===== config.mk =====
export PLATFORM = sky130hd
export DESIGN_NAME = lrupr_ram
export DESIGN_NICKNAME = d
export VERILOG_FILES = /design/src/lrupr_pkg.sv /design/src/lrupr_ram.sv
export SDC_FILE = /design/constraint.sdc
export NUM_CORES = 2
export LEC_CHECK = 0
export BUFFER_PORTS_ARGS = -buffer_cell sky130_fd_sc_hd__buf_2
export CELL_PAD_IN_SITES_DETAIL_PLACEMENT = 0
export CELL_PAD_IN_SITES_GLOBAL_PLACEMENT = 1
export CORE_MARGIN = 8
export CORE_UTILIZATION = 44
export DETAILED_ROUTE_END_ITERATION = 12
export GPL_TIMING_DRIVEN = 0
export PLACE_DENSITY = 0.76
export RECOVER_POWER = 50
export SETUP_SLACK_MARGIN = 0.1
export SYNTH_ARGS = -nofsm -noshare
export SYNTH_HDL_FRONTEND = slang
export SYNTH_SLANG_ARGS = --single-unit

===== constraint.sdc =====
create_clock -name clk -period 6.6 [get_ports clk]
set_clock_uncertainty 0.1 [all_clocks]
set_input_delay 1.32 -clock clk [delete_from_list [all_inputs] [get_ports clk]]
set_output_delay 1.32 -clock clk [all_outputs]
set_load 0.01 [all_outputs]

===== src/lrupr_pkg.sv =====
// ----------------------------------------------------------------------------
// lrupr_pkg
// Shared types and constants for the LRU page replacement block.
// ----------------------------------------------------------------------------
`timescale 1ns / 1ps

package lrupr_pkg;

    localparam int VIRTUAL_PAGES = 64;
    localparam int FRAMES        = 32;
    localparam int PAGE_W        = 6;
    localparam int FRAME_W       = 5;
    localparam int LIMIT_W       = 6;
    localparam int STAMP_W       = 32;
    localparam int FAULT_W       = 16;
    localparam int IDX_W         = $clog2(VIRTUAL_PAGES);

    localparam logic [LIMIT_W-1:0] FRAMES_IN_USE_RST = LIMIT_W'(28);
    localparam logic [STAMP_W-1:0] STAMP_MAX         = '1;
    localparam logic [FAULT_W-1:0] FAULT_MAX         = '1;

    localparam logic MODE_REF   = 1'b0;
    localparam logic MODE_CLEAR = 1'b1;

    typedef struct packed {
        logic              mode;
        logic [PAGE_W-1:0] page_number;
    } req_t;

    typedef struct packed {
        logic               hit;
        logic [FRAME_W-1:0] frame;
        logic               evicted_valid;
        logic [PAGE_W-1:0]  evicted_page;
        logic [FAULT_W-1:0] fault_count;
    } rsp_t;

    // one page table entry in RAM
    typedef struct packed {
        logic [FRAME_W-1:0] frame;
        logic [STAMP_W-1:0] stamp;
    } entry_t;

    typedef struct packed {
        logic             en;
        logic [IDX_W-1:0] addr;
    } mem_rd_t;

    typedef struct packed {
        logic             done;
        logic             found;
        logic [IDX_W-1:0] victim;
        logic [FRAME_W-1:0] frame;
    } scan_res_t;

endpackage


===== src/lrupr_ram.sv =====
// ----------------------------------------------------------------------------
// lrupr_ram
// Page table RAM: frame and timestamp per virtual page, registered read.
// ----------------------------------------------------------------------------
`timescale 1ns / 1ps

module lrupr_ram
    import lrupr_pkg::*;
(
    input  logic             clk,
    input  logic             wr_en,
    input  logic [IDX_W-1:0] wr_addr,
    input  entry_t           wr_data,
    input  mem_rd_t          rd,
    output entry_t           rd_data
);

    entry_t mem [VIRTUAL_PAGES];
    entry_t rd_data_reg;

    always_ff @(posedge clk)
    begin
        if (wr_en)
        begin
            mem[wr_addr] <= wr_data;
        end
    end

    always_ff @(posedge clk)
    begin
        if (rd.en)
        begin
            rd_data_reg <= mem[rd.addr];
        end
    end

    assign rd_data = rd_data_reg;

endmodule


==> run metrics <==
clk buf depth=3; buffer count from post-CTS setup fixing=0; CP required=7.14 ns; Seq pwr share=53.7%; Layout Nets=4375; synth top area cells=edfxtp_1 80%, mux4_2 14%, o22ai_1 0.96%, mux2i_1 0.71%, a22oi_1 0.52%; Sw Ratio=21.65%; global placement routability congestion=0.8315; Hold Path Stages=4; design area=104100 um^2; clk sinks=2405; WP data arrival=5.53 ns; RSZ-0062 raised after global routing=no; Yosys Warn Count=0; die area=221200 um^2; CTS resizes=0; top cell type by total area after synthesis=edfxtp_1; I/O pins=89; Gate power share=5.3%; Yosys reg bits=2405; vias in the first global route=45170; HP Class=register to register; P&R area growth vs syn=14.60%; vias per cell=6.296; Synthesized Nets=3974; worst r2r path cells=4; status=finished, violations left; Worst Setup End Kind=register; final setup TNS=0 ns; failing checks=capacitance limit, slew limit; die height=470.4 um; placed cell area=96790 um^2; peak supply drop=0.2729 mV; crit start category=input port; DRT antenna net count=0; most frequent cells in the layout=2405 x edfxtp_1, 566 x mux4_2, 232 x clkbuf_16; max-cap check violation count=41; first-pass GRT wire length=352.4 mm; Yosys top cell area share=79.51%; pre-CTS setup slack=0.9553 ns; initial core utilization=44.31%; Hold Vio Cnt, Final=0; Tcrit/Tclk final=75.71%; clk slew on worst S/H paths=0.06 ns; total CTS buffers=230; drt drc=0; final setup vio count=0; Post-Route WL=254.2 mm; Lkg Pwr=31.78 nW; crit path max fanout=10; commonest non-fill, non-tap cell in the layout=edfxtp_1; final core occ=50.78%; fin crit period=4.997 ns; WL/cell=35.22 um; max FFs per register=2368; Site Rows=166; Root Buffer=clkbuf_16; placed insts=6779; Pwr per Cell Area=304.0 nW/um^2; initial antenna violation count=23; P_int=24.80 mW; Distinct cells, synth=37; Final Max Slew Viols=2498; CTS tree=built; synthesized area=90840 um^2; Tightest Pin Transition=3.330 ns; layout cells sized above 1=26.52%; largest net degree at the start of global routing=65; Relative slew margins=-122.0%; gr usage total=22.45%; post-synthesis sequential area ratio=79.51%; clock share of power=41.0%; highest clock rate=200.1 MHz; Die W=470.4 um; hold buffer count at cts=0; core box area=205000 um^2; via count=45440; total gr overflow=0; 1st-iter DRT viols=7170; DRT Pass-1 Iters=6; Cell Count, Final, Fillers Out=7218; Layout fillers=15570; Final Power=31.65 mW; CP Class=input port to register; Final WS setup=1.603 ns; worst skew pair latency=0.86 ns; IO Port Bufs=78; synthesized area per cell=23.16 um^2; Mapped Cells=3922; H-Tree Level Count=4; post-DP HPWL=163.9 mm; Psw=6.850 mW; worst hold slack=0.8854 ns
## power by group through the flow
stage / combinational [mW] / sequential, mW / clock [mW]
finish: 1.67 / 17.0 / 13.0
global route: 1.72 / 17.0 / 13.6
CTS: 1.66 / 17.0 / 13.1
detailed placement: 1.66 / 17.3 / 0
global placement: 1.58 / 17.3 / 0
floorplan: 0.790 / 17.3 / 0
## area by class of cell
class	instances	area, um^2	share of cell area [%]
antenna	13	32.53	0.03125
buffer	225	1179	1.132
clock buffer	285	6005	5.768
clock inverter	141	1383	1.328
multi-input combinational	1292	17950	17.24
sequential	2405	72220	69.37
tap	2688	3363	3.231
timing repair buffer	169	1973	1.895
## path summary, 6_finish.rpt
check | from | endpoint | slack (ns)
setup / recovery | rd[4] | rd_data[33] | 1.60
hold reg to reg | mem[55][5] | rd_data[5] | 0.89
setup reg to reg | mem[14][33] | rd_data[33] | 3.98
hold / removal | mem[55][5] | rd_data[5] | 0.89
## cell usage after synthesis (all sizes together)
master  number
a211oi      45
a21oi        8
a221oi       2
a22oi       63
a31oi        5
and2         4
and2b        1
and4         8
buf        115
clkbuf     110
edfxtp    2405
mux2         2
mux2i       64
mux4       566
nand2       33
nand2b      11
nand3       44
nand3b       2
nand4       16
nand4b       1
nor2        96
nor2b       47
nor3        26
nor4        25
o211a        5
o211ai       8
o21ai        9
o221ai      28
o22a        24
o22ai      139
or2          7
or3          2
or3b         1
## layer usage
metal,vias to the layer above,wire [um],global-route usage (%)
met1,24160,95490,30.65
met3,525,28810,5.604
li1,17740,-,-
met4,12,12460,9.308
met2,3005,117400,34.81
met5,-,82,0
## critical path, stage by stage
cell and delay, ns:
buf_2 0.15, clkbuf_1 0.43, nand2_1 0.84, clkbuf_1 0.91
o22ai_1 0.25, nor4_1 1.17, o22a_1 0.45
## cell families (layout without fill, tap and decap cells)
family,Yosys count,after routing,synth area share [%]
muxes,632,632,14.76
DFF,2405,2405,79.51
and+or+nand+nor,324,324,1.814
buffers and inverters,225,820,1.298
AOI/OAI and AO/OA,336,336,2.620
other,0,13,0
Power figures use the tool's default switching activity.
