**src/lrupr_pkg.sv**
```systemverilog
// ----------------------------------------------------------------------------
// lrupr_pkg
// Shared types and constants for the LRU page replacement block.
// ----------------------------------------------------------------------------
`timescale 1ns / 1ps

package lrupr_pkg;

    localparam int VIRTUAL_PAGES = 64;
    localparam int FRAMES        = 32;
    localparam int PAGE_W        = 6;
    localparam int FRAME_W       = 5;
    localparam int LIMIT_W       = 6;
    localparam int STAMP_W       = 32;
    localparam int FAULT_W       = 16;
    localparam int IDX_W         = $clog2(VIRTUAL_PAGES);

    localparam logic [LIMIT_W-1:0] FRAMES_IN_USE_RST = LIMIT_W'(28);
    localparam logic [STAMP_W-1:0] STAMP_MAX         = '1;
    localparam logic [FAULT_W-1:0] FAULT_MAX         = '1;

    localparam logic MODE_REF   = 1'b0;
    localparam logic MODE_CLEAR = 1'b1;

    typedef struct packed {
        logic              mode;
        logic [PAGE_W-1:0] page_number;
    } req_t;

    typedef struct packed {
        logic               hit;
        logic [FRAME_W-1:0] frame;
        logic               evicted_valid;
        logic [PAGE_W-1:0]  evicted_page;
        logic [FAULT_W-1:0] fault_count;
    } rsp_t;

    // one page table entry in RAM
    typedef struct packed {
        logic [FRAME_W-1:0] frame;
        logic [STAMP_W-1:0] stamp;
    } entry_t;

    typedef struct packed {
        logic             en;
        logic [IDX_W-1:0] addr;
    } mem_rd_t;

    typedef struct packed {
        logic             done;
        logic             found;
        logic [IDX_W-1:0] victim;
        logic [FRAME_W-1:0] frame;
    } scan_res_t;

endpackage

```
**src/lrupr_scan.sv**
```systemverilog
// ----------------------------------------------------------------------------
// lrupr_scan
// Victim search: walks the page table one entry per cycle and keeps the
// resident page with the smallest stamp, lowest page on ties.
// ----------------------------------------------------------------------------
`timescale 1ns / 1ps

module lrupr_scan
    import lrupr_pkg::*;
(
    input  logic                     clk,
    input  logic                     rst_n,
    input  logic                     start,
    input  logic [VIRTUAL_PAGES-1:0] resident,
    input  entry_t                   rd_data,
    output mem_rd_t                  rd,
    output scan_res_t                res
);

    localparam logic [IDX_W-1:0] LAST_IDX = IDX_W'(VIRTUAL_PAGES - 1);

    logic               issuing_reg;
    logic [IDX_W-1:0]   idx_reg;
    logic               cmp_valid_reg;
    logic [IDX_W-1:0]   cmp_idx_reg;
    logic               done_reg;
    logic               found_reg;
    logic [STAMP_W-1:0] best_reg;
    logic [IDX_W-1:0]   victim_reg;
    logic [FRAME_W-1:0] vframe_reg;
    logic               take;

    // strict compare keeps the lowest page among equal stamps
    assign take = cmp_valid_reg && resident[cmp_idx_reg]
                  && (!found_reg || (rd_data.stamp < best_reg));

    assign rd.en   = issuing_reg;
    assign rd.addr = idx_reg;

    always_ff @(posedge clk or negedge rst_n)
    begin
        if (!rst_n)
        begin
            issuing_reg   <= 1'b0;
            idx_reg       <= '0;
            cmp_valid_reg <= 1'b0;
            cmp_idx_reg   <= '0;
            done_reg      <= 1'b0;
            found_reg     <= 1'b0;
        end
        else
        begin
            cmp_valid_reg <= issuing_reg;
            cmp_idx_reg   <= idx_reg;
            done_reg      <= cmp_valid_reg && (cmp_idx_reg == LAST_IDX);
            if (start)
            begin
                issuing_reg <= 1'b1;
                idx_reg     <= '0;
                found_reg   <= 1'b0;
            end
            else
            begin
                if (issuing_reg)
                begin
                    if (idx_reg == LAST_IDX)
                    begin
                        issuing_reg <= 1'b0;
                    end
                    idx_reg <= idx_reg + IDX_W'(1);
                end
                if (take)
                begin
                    found_reg <= 1'b1;
                end
            end
        end
    end

    always_ff @(posedge clk)
    begin
        if (take)
        begin
            best_reg   <= rd_data.stamp;
            victim_reg <= cmp_idx_reg;
            vframe_reg <= rd_data.frame;
        end
    end

    assign res.done   = done_reg;
    assign res.found  = found_reg;
    assign res.victim = victim_reg;
    assign res.frame  = vframe_reg;

endmodule

```
**config.mk**
```make
export PLATFORM = sky130hd
export DESIGN_NAME = lrupr_scan
export DESIGN_NICKNAME = d
export VERILOG_FILES = /design/src/lrupr_pkg.sv /design/src/lrupr_scan.sv
export SDC_FILE = /design/constraint.sdc
export NUM_CORES = 1
export LEC_CHECK = 0
export BUFFER_PORTS_ARGS = -buffer_cell sky130_fd_sc_hd__buf_2
export CAP_MARGIN = 20
export CORE_MARGIN = 2
export CORE_UTILIZATION = 40
export DETAILED_ROUTE_END_ITERATION = 7
export PLACE_DENSITY = 0.67
export SLEW_MARGIN = 20
export SYNTH_ARGS = -nofsm -noshare
export SYNTH_HDL_FRONTEND = slang
export SYNTH_SLANG_ARGS = --single-unit
```
**constraint.sdc**
```tcl
create_clock -name clk -period 3.9 [get_ports clk]
set_input_delay 0.585 -clock clk [delete_from_list [all_inputs] [get_ports clk]]
set_output_delay 0.585 -clock clk [all_outputs]
set_load 0.02 [all_outputs]
```
==> run_results.csv, run 1 <==
group,metric,value,unit
placement,io_buffers,123,
timing,setup_viol,0,
power,p_per_area,405,mW/mm2
finish,final_cell_mix,"buf_2 (123), edfxtp_1 (43), inv_1 (33)",
finish,final_cells,475,
finish,antennaDiodeCount,0,
clock_tree,hold_buffers,0,
placement,place_ws,860,ps
clock_tree,cts_buffers,9,
synth,ys_types,35,
setup_path,r2r_slack,850,ps
power,p_leak,1.97,nW
die,pin_count,124,
timing,fin_worst_skew,12.6,ps
timing,fin_crit_sh,78.2,%
synth,synth_seq_cells,59,
timing,hold_violations,0,
setup_path,worst_setup_path_start_kind,"flop",
die,die_h,94.8,um
setup_path,critPathMaxFanout,43,
timing,tightest_slew,779,ps
drt,wirelength,6.71,mm
synth,synthFlopType,"edfxtp_1",
clock_tree,clk_latency,330,ps
clock_tree,clk_pin_slew,60,ps
global_routing,grt_pass1_wl,10.2,mm
synth,synth_edf_count,43,
status,status,"finished clean",
finish,layout-drive-gt1-share,39.5,%
die,die_w,94.8,um
finish,final_nets,501,
timing,relSlewSlack,48.1,%
timing,max_clock_freq,328,MHz
clock_tree,ctsResizeCount,0,
global_routing,track_usage,14.8,%
drt,vias,2333,
global_routing,grt_pass1_vias,2227,
timing,setup_ws,851,ps
clock_tree,root_buffer,"clkbuf_8",
synth,synthMuxAreaShare,16.1,%
synth,synth-simple-area-share,5.55,%
drt,drtIter0Drc,80,
clock_tree,cts.sinks,59,
clock_tree,post-cts-setup-buffers,0,
finish,num-fill-cells,754,
setup_path,crit_required,3860,ps
setup_path,cp.arrival,3010,ps
placement,dpl.hpwl,5.14,mm
placement,dpl_cell_area,0.00396,mm2
drt,drt_pass1_iterations,4,
drt,wire_per_inst,14.1,um
timing,post-route-min-period,3050,ps
timing,rsz0062_at_grt,"no",
run,max_cap_violations,0,
power,max-vdd-ir-drop,0.195,mV
drt,routed_via_density,4.91,
drt,final_antenna_net_count,0,
synth,syn_area,0.00329,mm2
synth,synthXorXnorAreaFrac,1.06,%
clock_tree,cts_htree_levels,3,
finish,final_common_cell,"buf_2",
setup_path,worst_setup_path_end_kind,"flop",
timing,maxSlewViolCount,0,
synth,syn_inst,240,
synth,yosysWarnings,0,
finish,final_util,51.3,%
die,die_area,0.00898,mm2
synth,synthAdderAreaFrac,12.2,%
synth,synth_nets,376,
synth,synth_compound_area_share,7.18,%
clock_tree,cts_buffer_depth,2,
synth,ys_seq_area_share,51.3,%
placement,place_congestion,0.747,
synth,synth_top_family_by_area,"multiplexers",
synth,syn_area_per_cell,13.7,um2
die,rows,33,
clock_tree,cts_tree,"built",
setup_path,r2r_start,"cmp_idx_reg[1]$_DFF_PN0_",
die,coreArea,0.00809,mm2
placement,dp.cells,459,
finish,largest_reg_flops,32,
setup_path,critPathKind,"reg -> reg",
global_routing,grt_max_degree,44,
drt,drc_errors,0,
global_routing,grt.overflow.total,0,
setup_path,r2r-end,"victim_reg[2]$_DFFE_PP_",
finish,syn2layout_area_growth,26.1,%
synth,async_flop_share,27.1,%
setup_path,reg2regPathDepth,7,
timing,setup_tns,0,ps
global_routing,antenna_found_initial,0,
worst_hold_path,min_path_type,"in -> async",
finish,fin_area,0.00415,mm2
die,initial_core_util,40.7,%
==> worst max path at each step <==
stage                                  start                 endpoint  slack, ps  cells past startpoint
finish              cmp_idx_reg[1]$_DFF_PN0_  victim_reg[2]$_DFFE_PP_        850                      7
floorplan                        rd_data[29]    best_reg[0]$_DFFE_PP_        370                      6
global route        cmp_idx_reg[1]$_DFF_PN0_   best_reg[21]$_DFFE_PP_        610                      7
detailed placement  cmp_idx_reg[1]$_DFF_PN0_   best_reg[10]$_DFFE_PP_        860                      7
global placement    cmp_idx_reg[1]$_DFF_PN0_   best_reg[10]$_DFFE_PP_        890                      7
CTS                 cmp_idx_reg[1]$_DFF_PN0_   best_reg[21]$_DFFE_PP_        830                      7
==> report_power, final <==
part | leakage [nW] | internal, mW | switching [mW]
registers | 0.625 | 0.769 | 0.0355
logic | 1.24 | 0.162 | 0.181
clock network | 0.105 | 0.304 | 0.231
total | 1.97 | 1.23 | 0.447
==> logic make-up after synthesis <==
group                      Yosys count
DFF                                 59
buffers and inverters               43
and+or+nand+nor                     39
AOI/OAI and AO/OA                   35
adders and majority gates           32
muxes                               28
xor gates and xnor gates             4
==> worst max-delay path: stages, from the launching register on <==
cell       delay, ps
dfrtp_1          850
mux4_1           390
mux2i_1           80
o22ai_1          170
nor2_1            80
o22a_2           270
a2111oi_4        310
buf_4            530
==> synth_stat cells, drive strengths merged, types with 3 or more instances <==
| cell type | n | share of area (%) |
|---|---|---|
| buf | 8 | 2.3 |
| o21ai | 7 | 1.1 |
| edfxtp | 43 | 39 |
| inv | 33 | 3.8 |
| mux2i | 11 | 3.3 |
| nand3 | 4 | 0.61 |
| dfrtp | 16 | 12 |
| a21oi | 15 | 2.3 |
| xor2 | 3 | 0.80 |
| nor2 | 11 | 1.3 |
| nand2 | 11 | 1.3 |
| ha | 32 | 12 |
| nand4 | 7 | 1.3 |
| a21o | 5 | 1.1 |
| mux4 | 16 | 12 |
==> layer usage <==
metal / vias up / global-route usage (%) / part of all wire (%)
li1: 1150 / - / -
met1: 1117 / 19.9 / 44
met2: 55 / 23.6 / 50
met3: 11 / 2.63 / 4.1
met4: 0 / 6.28 / 2.0
met5: - / 0 / 0
==> area by class of cell <==
class                           count  area [um2]  share of cell area [%]
Sequential cell                    59        1690                    40.7
Multi-Input combinational cell    138        1390                    33.4
Timing Repair Buffer              124         623                    15.0
Clock buffer                       13         180                    4.34
Tap cell                          105         131                    3.16
Inverter                           33         124                    2.98
Clock inverter                      3        17.5                   0.422
==> stage by stage <==
stage,hold slack (ps),power [mW]
floorplan,289,1.04
global placement,445,1.15
detailed placement,453,1.16
CTS,161,1.71
global route,180,1.78
finish,159,1.68
No activity file was read; power rests on OpenSTA's default activity.
==> run 2: changes to the inputs <==
ABC_AREA = 1   (was not set)
PLACE_DENSITY = 0.66   (was 0.67)
clock period = 3 ns   (was 3.9 ns; I/O delays follow)
==> run 2 against run 1 <==
Sequential share of layout area down 2.2 points; register-to-register slack lost 140 ps; maximum frequency rose by 33%; sequential power is 29% higher; clock-buffer cell count fell by 2; utilization down 0.50 points; critical path type unchanged; critical endpoint is now best_reg[3]$_DFFE_PP_; largest cell class unchanged.
==> run_results.csv, run 2 <==
group,metric,value,unit
status,status,"finished clean",
placement,place_congestion,0.830,
synth,syn_area_per_cell,8.48,um2
power,p_int,1.61,mW
drt,drc_errors,0,
power,power.switching,0.664,mW
power,clkPwrFrac,31.3,%
global_routing,grt_pass1_vias,2994,
clock_tree,cts.sinks,59,
worst_hold_path,min_path_type,"in -> async",
power,comb_power_share,23.0,%
synth,syn_area,0.00351,mm2
synth,synth-simple-area-share,22.0,%
setup_path,crit_buf_inv,2,
drt,wire_per_inst,11.9,um
die,die_w,97.7,um
setup_path,r2r_start,"cmp_idx_reg[0]$_DFF_PN0_",
global_routing,grt.overflow.total,0,
setup_path,r2r_slack,710,ps
clock_tree,cts_buffer_depth,2,
placement,dpl.hpwl,5.94,mm
synth,synth_nets,550,
drt,routed_via_density,4.66,
power,p_per_area,519,mW/mm2
timing,relSlewSlack,74.3,%
drt,wirelength,7.76,mm
die,initial_core_util,40.7,%
clock_tree,cts_htree_levels,3,
die,rows,34,
synth,synth_common_cells,"nand2_1 (117), inv_1 (73), edfxtp_1 (43), nor2_1 (35), ha_1 (32)",
setup_path,r2r-end,"best_reg[3]$_DFFE_PP_",
synth,synthFlopType,"edfxtp_1",
synth,synthMuxAreaShare,0,%
timing,setup_viol,0,
drt,final_antenna_net_count,0,
clock_tree,cts_buffers,9,
die,die_area,0.00955,mm2
synth,synth_seq_cells,59,
placement,io_buffers,123,
power,p_total,2.28,mW
timing,setup_tns,0,ps
synth,synth_top_area_share,36.8,%
power,sw_frac_of_total,29.2,%
synth,synth_top_family_by_area,"simple AND/OR/NAND/NOR gates",
setup_path,max_stage_delay,580,ps
clock_tree,clk_latency,330,ps
synth,synthXorXnorAreaFrac,0,%
setup_path,crit_required,3010,ps
setup_path,path_delay_family,"flip-flops",
setup_path,critPathMaxFanout,43,
clock_tree,cts_tree,"built",
global_routing,track_usage,16.9,%
die,pin_count,124,
setup_path,worst_setup_path_start_kind,"flop",
power,p_seq_share,45.7,%
timing,tightest_slew,386,ps
synth,ys_types,22,
timing,maxSlewViolCount,0,
synth,syn_inst,414,
drt,drt_pass1_iterations,5,
synth,synth_edf_count,43,
timing,rsz0062_at_grt,"no",
clock_tree,root_buffer,"clkbuf_8",
timing,max_clock_freq,436,MHz
run,max_cap_violations,0,
finish,layout-drive-gt1-share,27.0,%
global_routing,grt_pass1_wl,13.3,mm
setup_path,critPathKind,"reg -> reg",
setup_path,cp.arrival,2310,ps
setup_path,path_cells,"buf_4, nor2_1, nor2_1, o21ai_1, a21oi_1, nor2_1, nand2_1, nand2_1, nand2_1, nand3_2, a21oi_4, buf_12",
clock_tree,hold_buffers,0,
die,die_h,97.7,um
setup_path,crit_slowest_cell,"dfrtp_1",
synth,synth_area_leaders,"edfxtp_1 (37%), nand2_1 (13%), dfrtp_1 (11%), ha_1 (11%), inv_1 (7.8%)",
finish,final_cell_mix,"buf_2 (123), nand2_1 (117), inv_1 (73)",
global_routing,grt_max_degree,44,
timing,fin_worst_skew,10.9,ps
timing,fin_crit_sh,76.5,%
finish,final_nets,675,
timing,post-route-min-period,2290,ps
drt,vias,3039,
clock_tree,ctsResizeCount,0,
synth,synthAdderAreaFrac,11.4,%
setup_path,worst_setup_path_end_kind,"flop",
die,coreArea,0.00864,mm2
power,max-vdd-ir-drop,0.429,mV
clock_tree,post-cts-setup-buffers,0,
synth,synth_compound_area_share,6.91,%
global_routing,antenna_found_initial,0,
synth,yosysWarnings,0,
finish,final_common_cell,"buf_2",
setup_path,reg2regPathDepth,12,
synth,synth_largest_area_cell,"edfxtp_1",
timing,hold_violations,0,
power,p_leak,2.37,nW
synth,synth.most_common_cell,"nand2_1",
synth,ys_seq_area_share,48.2,%
clock_tree,clk_pin_slew,70,ps
finish,antennaDiodeCount,0,
drt,drtIter0Drc,170,
synth,async_flop_share,27.1,%
finish,largest_reg_flops,32,
finish,syn2layout_area_growth,24.9,%
## run 2: changes by cell type after synthesis, sizes merged, moves of 3 or more
cell and delta:
a21o -5, a21oi +8, buf +5, inv +42
mux2i -11, mux4 -16, nand2 +106, nand3 +25
nand4 -4, nor2 +24, nor3 +3, o21ai +11
xor2 -3
## run 2: area by class of cell
type,instances,area (um2)
inverter,75,287
fill,857,4250
multi-input combinational,267,1420
clock buffer,11,141
timing repair buffer,127,658
sequential,59,1690
clock inverter,5,52.6
tap,108,135
## run 2: cells by family (layout without fill, tap and decap cells)
group                    after synthesis  count (layout)
AND/OR/NAND/NOR                      190             190
buffers and inverters                 88             218
flip-flops                            59              59
AO/OA/AOI/OAI                         45              45
adder cells (fa/ha/maj)               32              32
## run 2: worst register-to-register path, stage by stage, from the launching register on
cell and delay, ps:
dfrtp_1 580, buf_4 280, nor2_1 70, nor2_1 80
o21ai_1 70, a21oi_1 140, nor2_1 60, nand2_1 50
nand2_1 40, nand2_1 60, nand3_2 110, a21oi_4 160
buf_12 260
## run 2: how the worst max path moves through the flow
stage,from,to,slack [ps],cells past startpoint
after detailed placement,rd_data[21],victim_reg[1]$_DFFE_PP_,640,10
after global placement,rd_data[5],victim_reg[4]$_DFFE_PP_,690,12
after CTS,cmp_idx_reg[0]$_DFF_PN0_,best_reg[3]$_DFFE_PP_,670,12
after floorplan,rd_data[21],best_reg[0]$_DFFE_PP_,470,8
final,cmp_idx_reg[0]$_DFF_PN0_,best_reg[3]$_DFFE_PP_,710,12
after global routing,cmp_idx_reg[0]$_DFF_PN0_,best_reg[3]$_DFFE_PP_,460,12
## run 2: through the flow
stage                     hold WS, ps  cells  utilization [%]  area, um2  setup WS [ps]
final                            15.4    652             50.8       4390            706
after floorplan                   154    414                -       3520            473
after CTS                        18.4    652             50.8       4390            674
after global placement            382    636             48.6       4190            690
after detailed placement          381    636             48.6       4190            638
after global routing             20.7    652             50.8       4390            455
## run 2: metal layers
metal	vias up	track usage [%]	routed length [um]
li1	1581	-	-
met1	1324	22.2	3570
met2	126	27.7	3480
met3	8	5.04	649
met4	0	4.38	64
met5	-	0	0
## run 2: power groups by stage
stage	clock network (mW)	logic [mW]	registers, mW
after CTS	0.727	0.534	1.04
after detailed placement	0	0.529	1.06
after global placement	0	0.513	1.05
after floorplan	0	0.313	1.08
after global routing	0.769	0.604	1.05
final	0.712	0.524	1.04
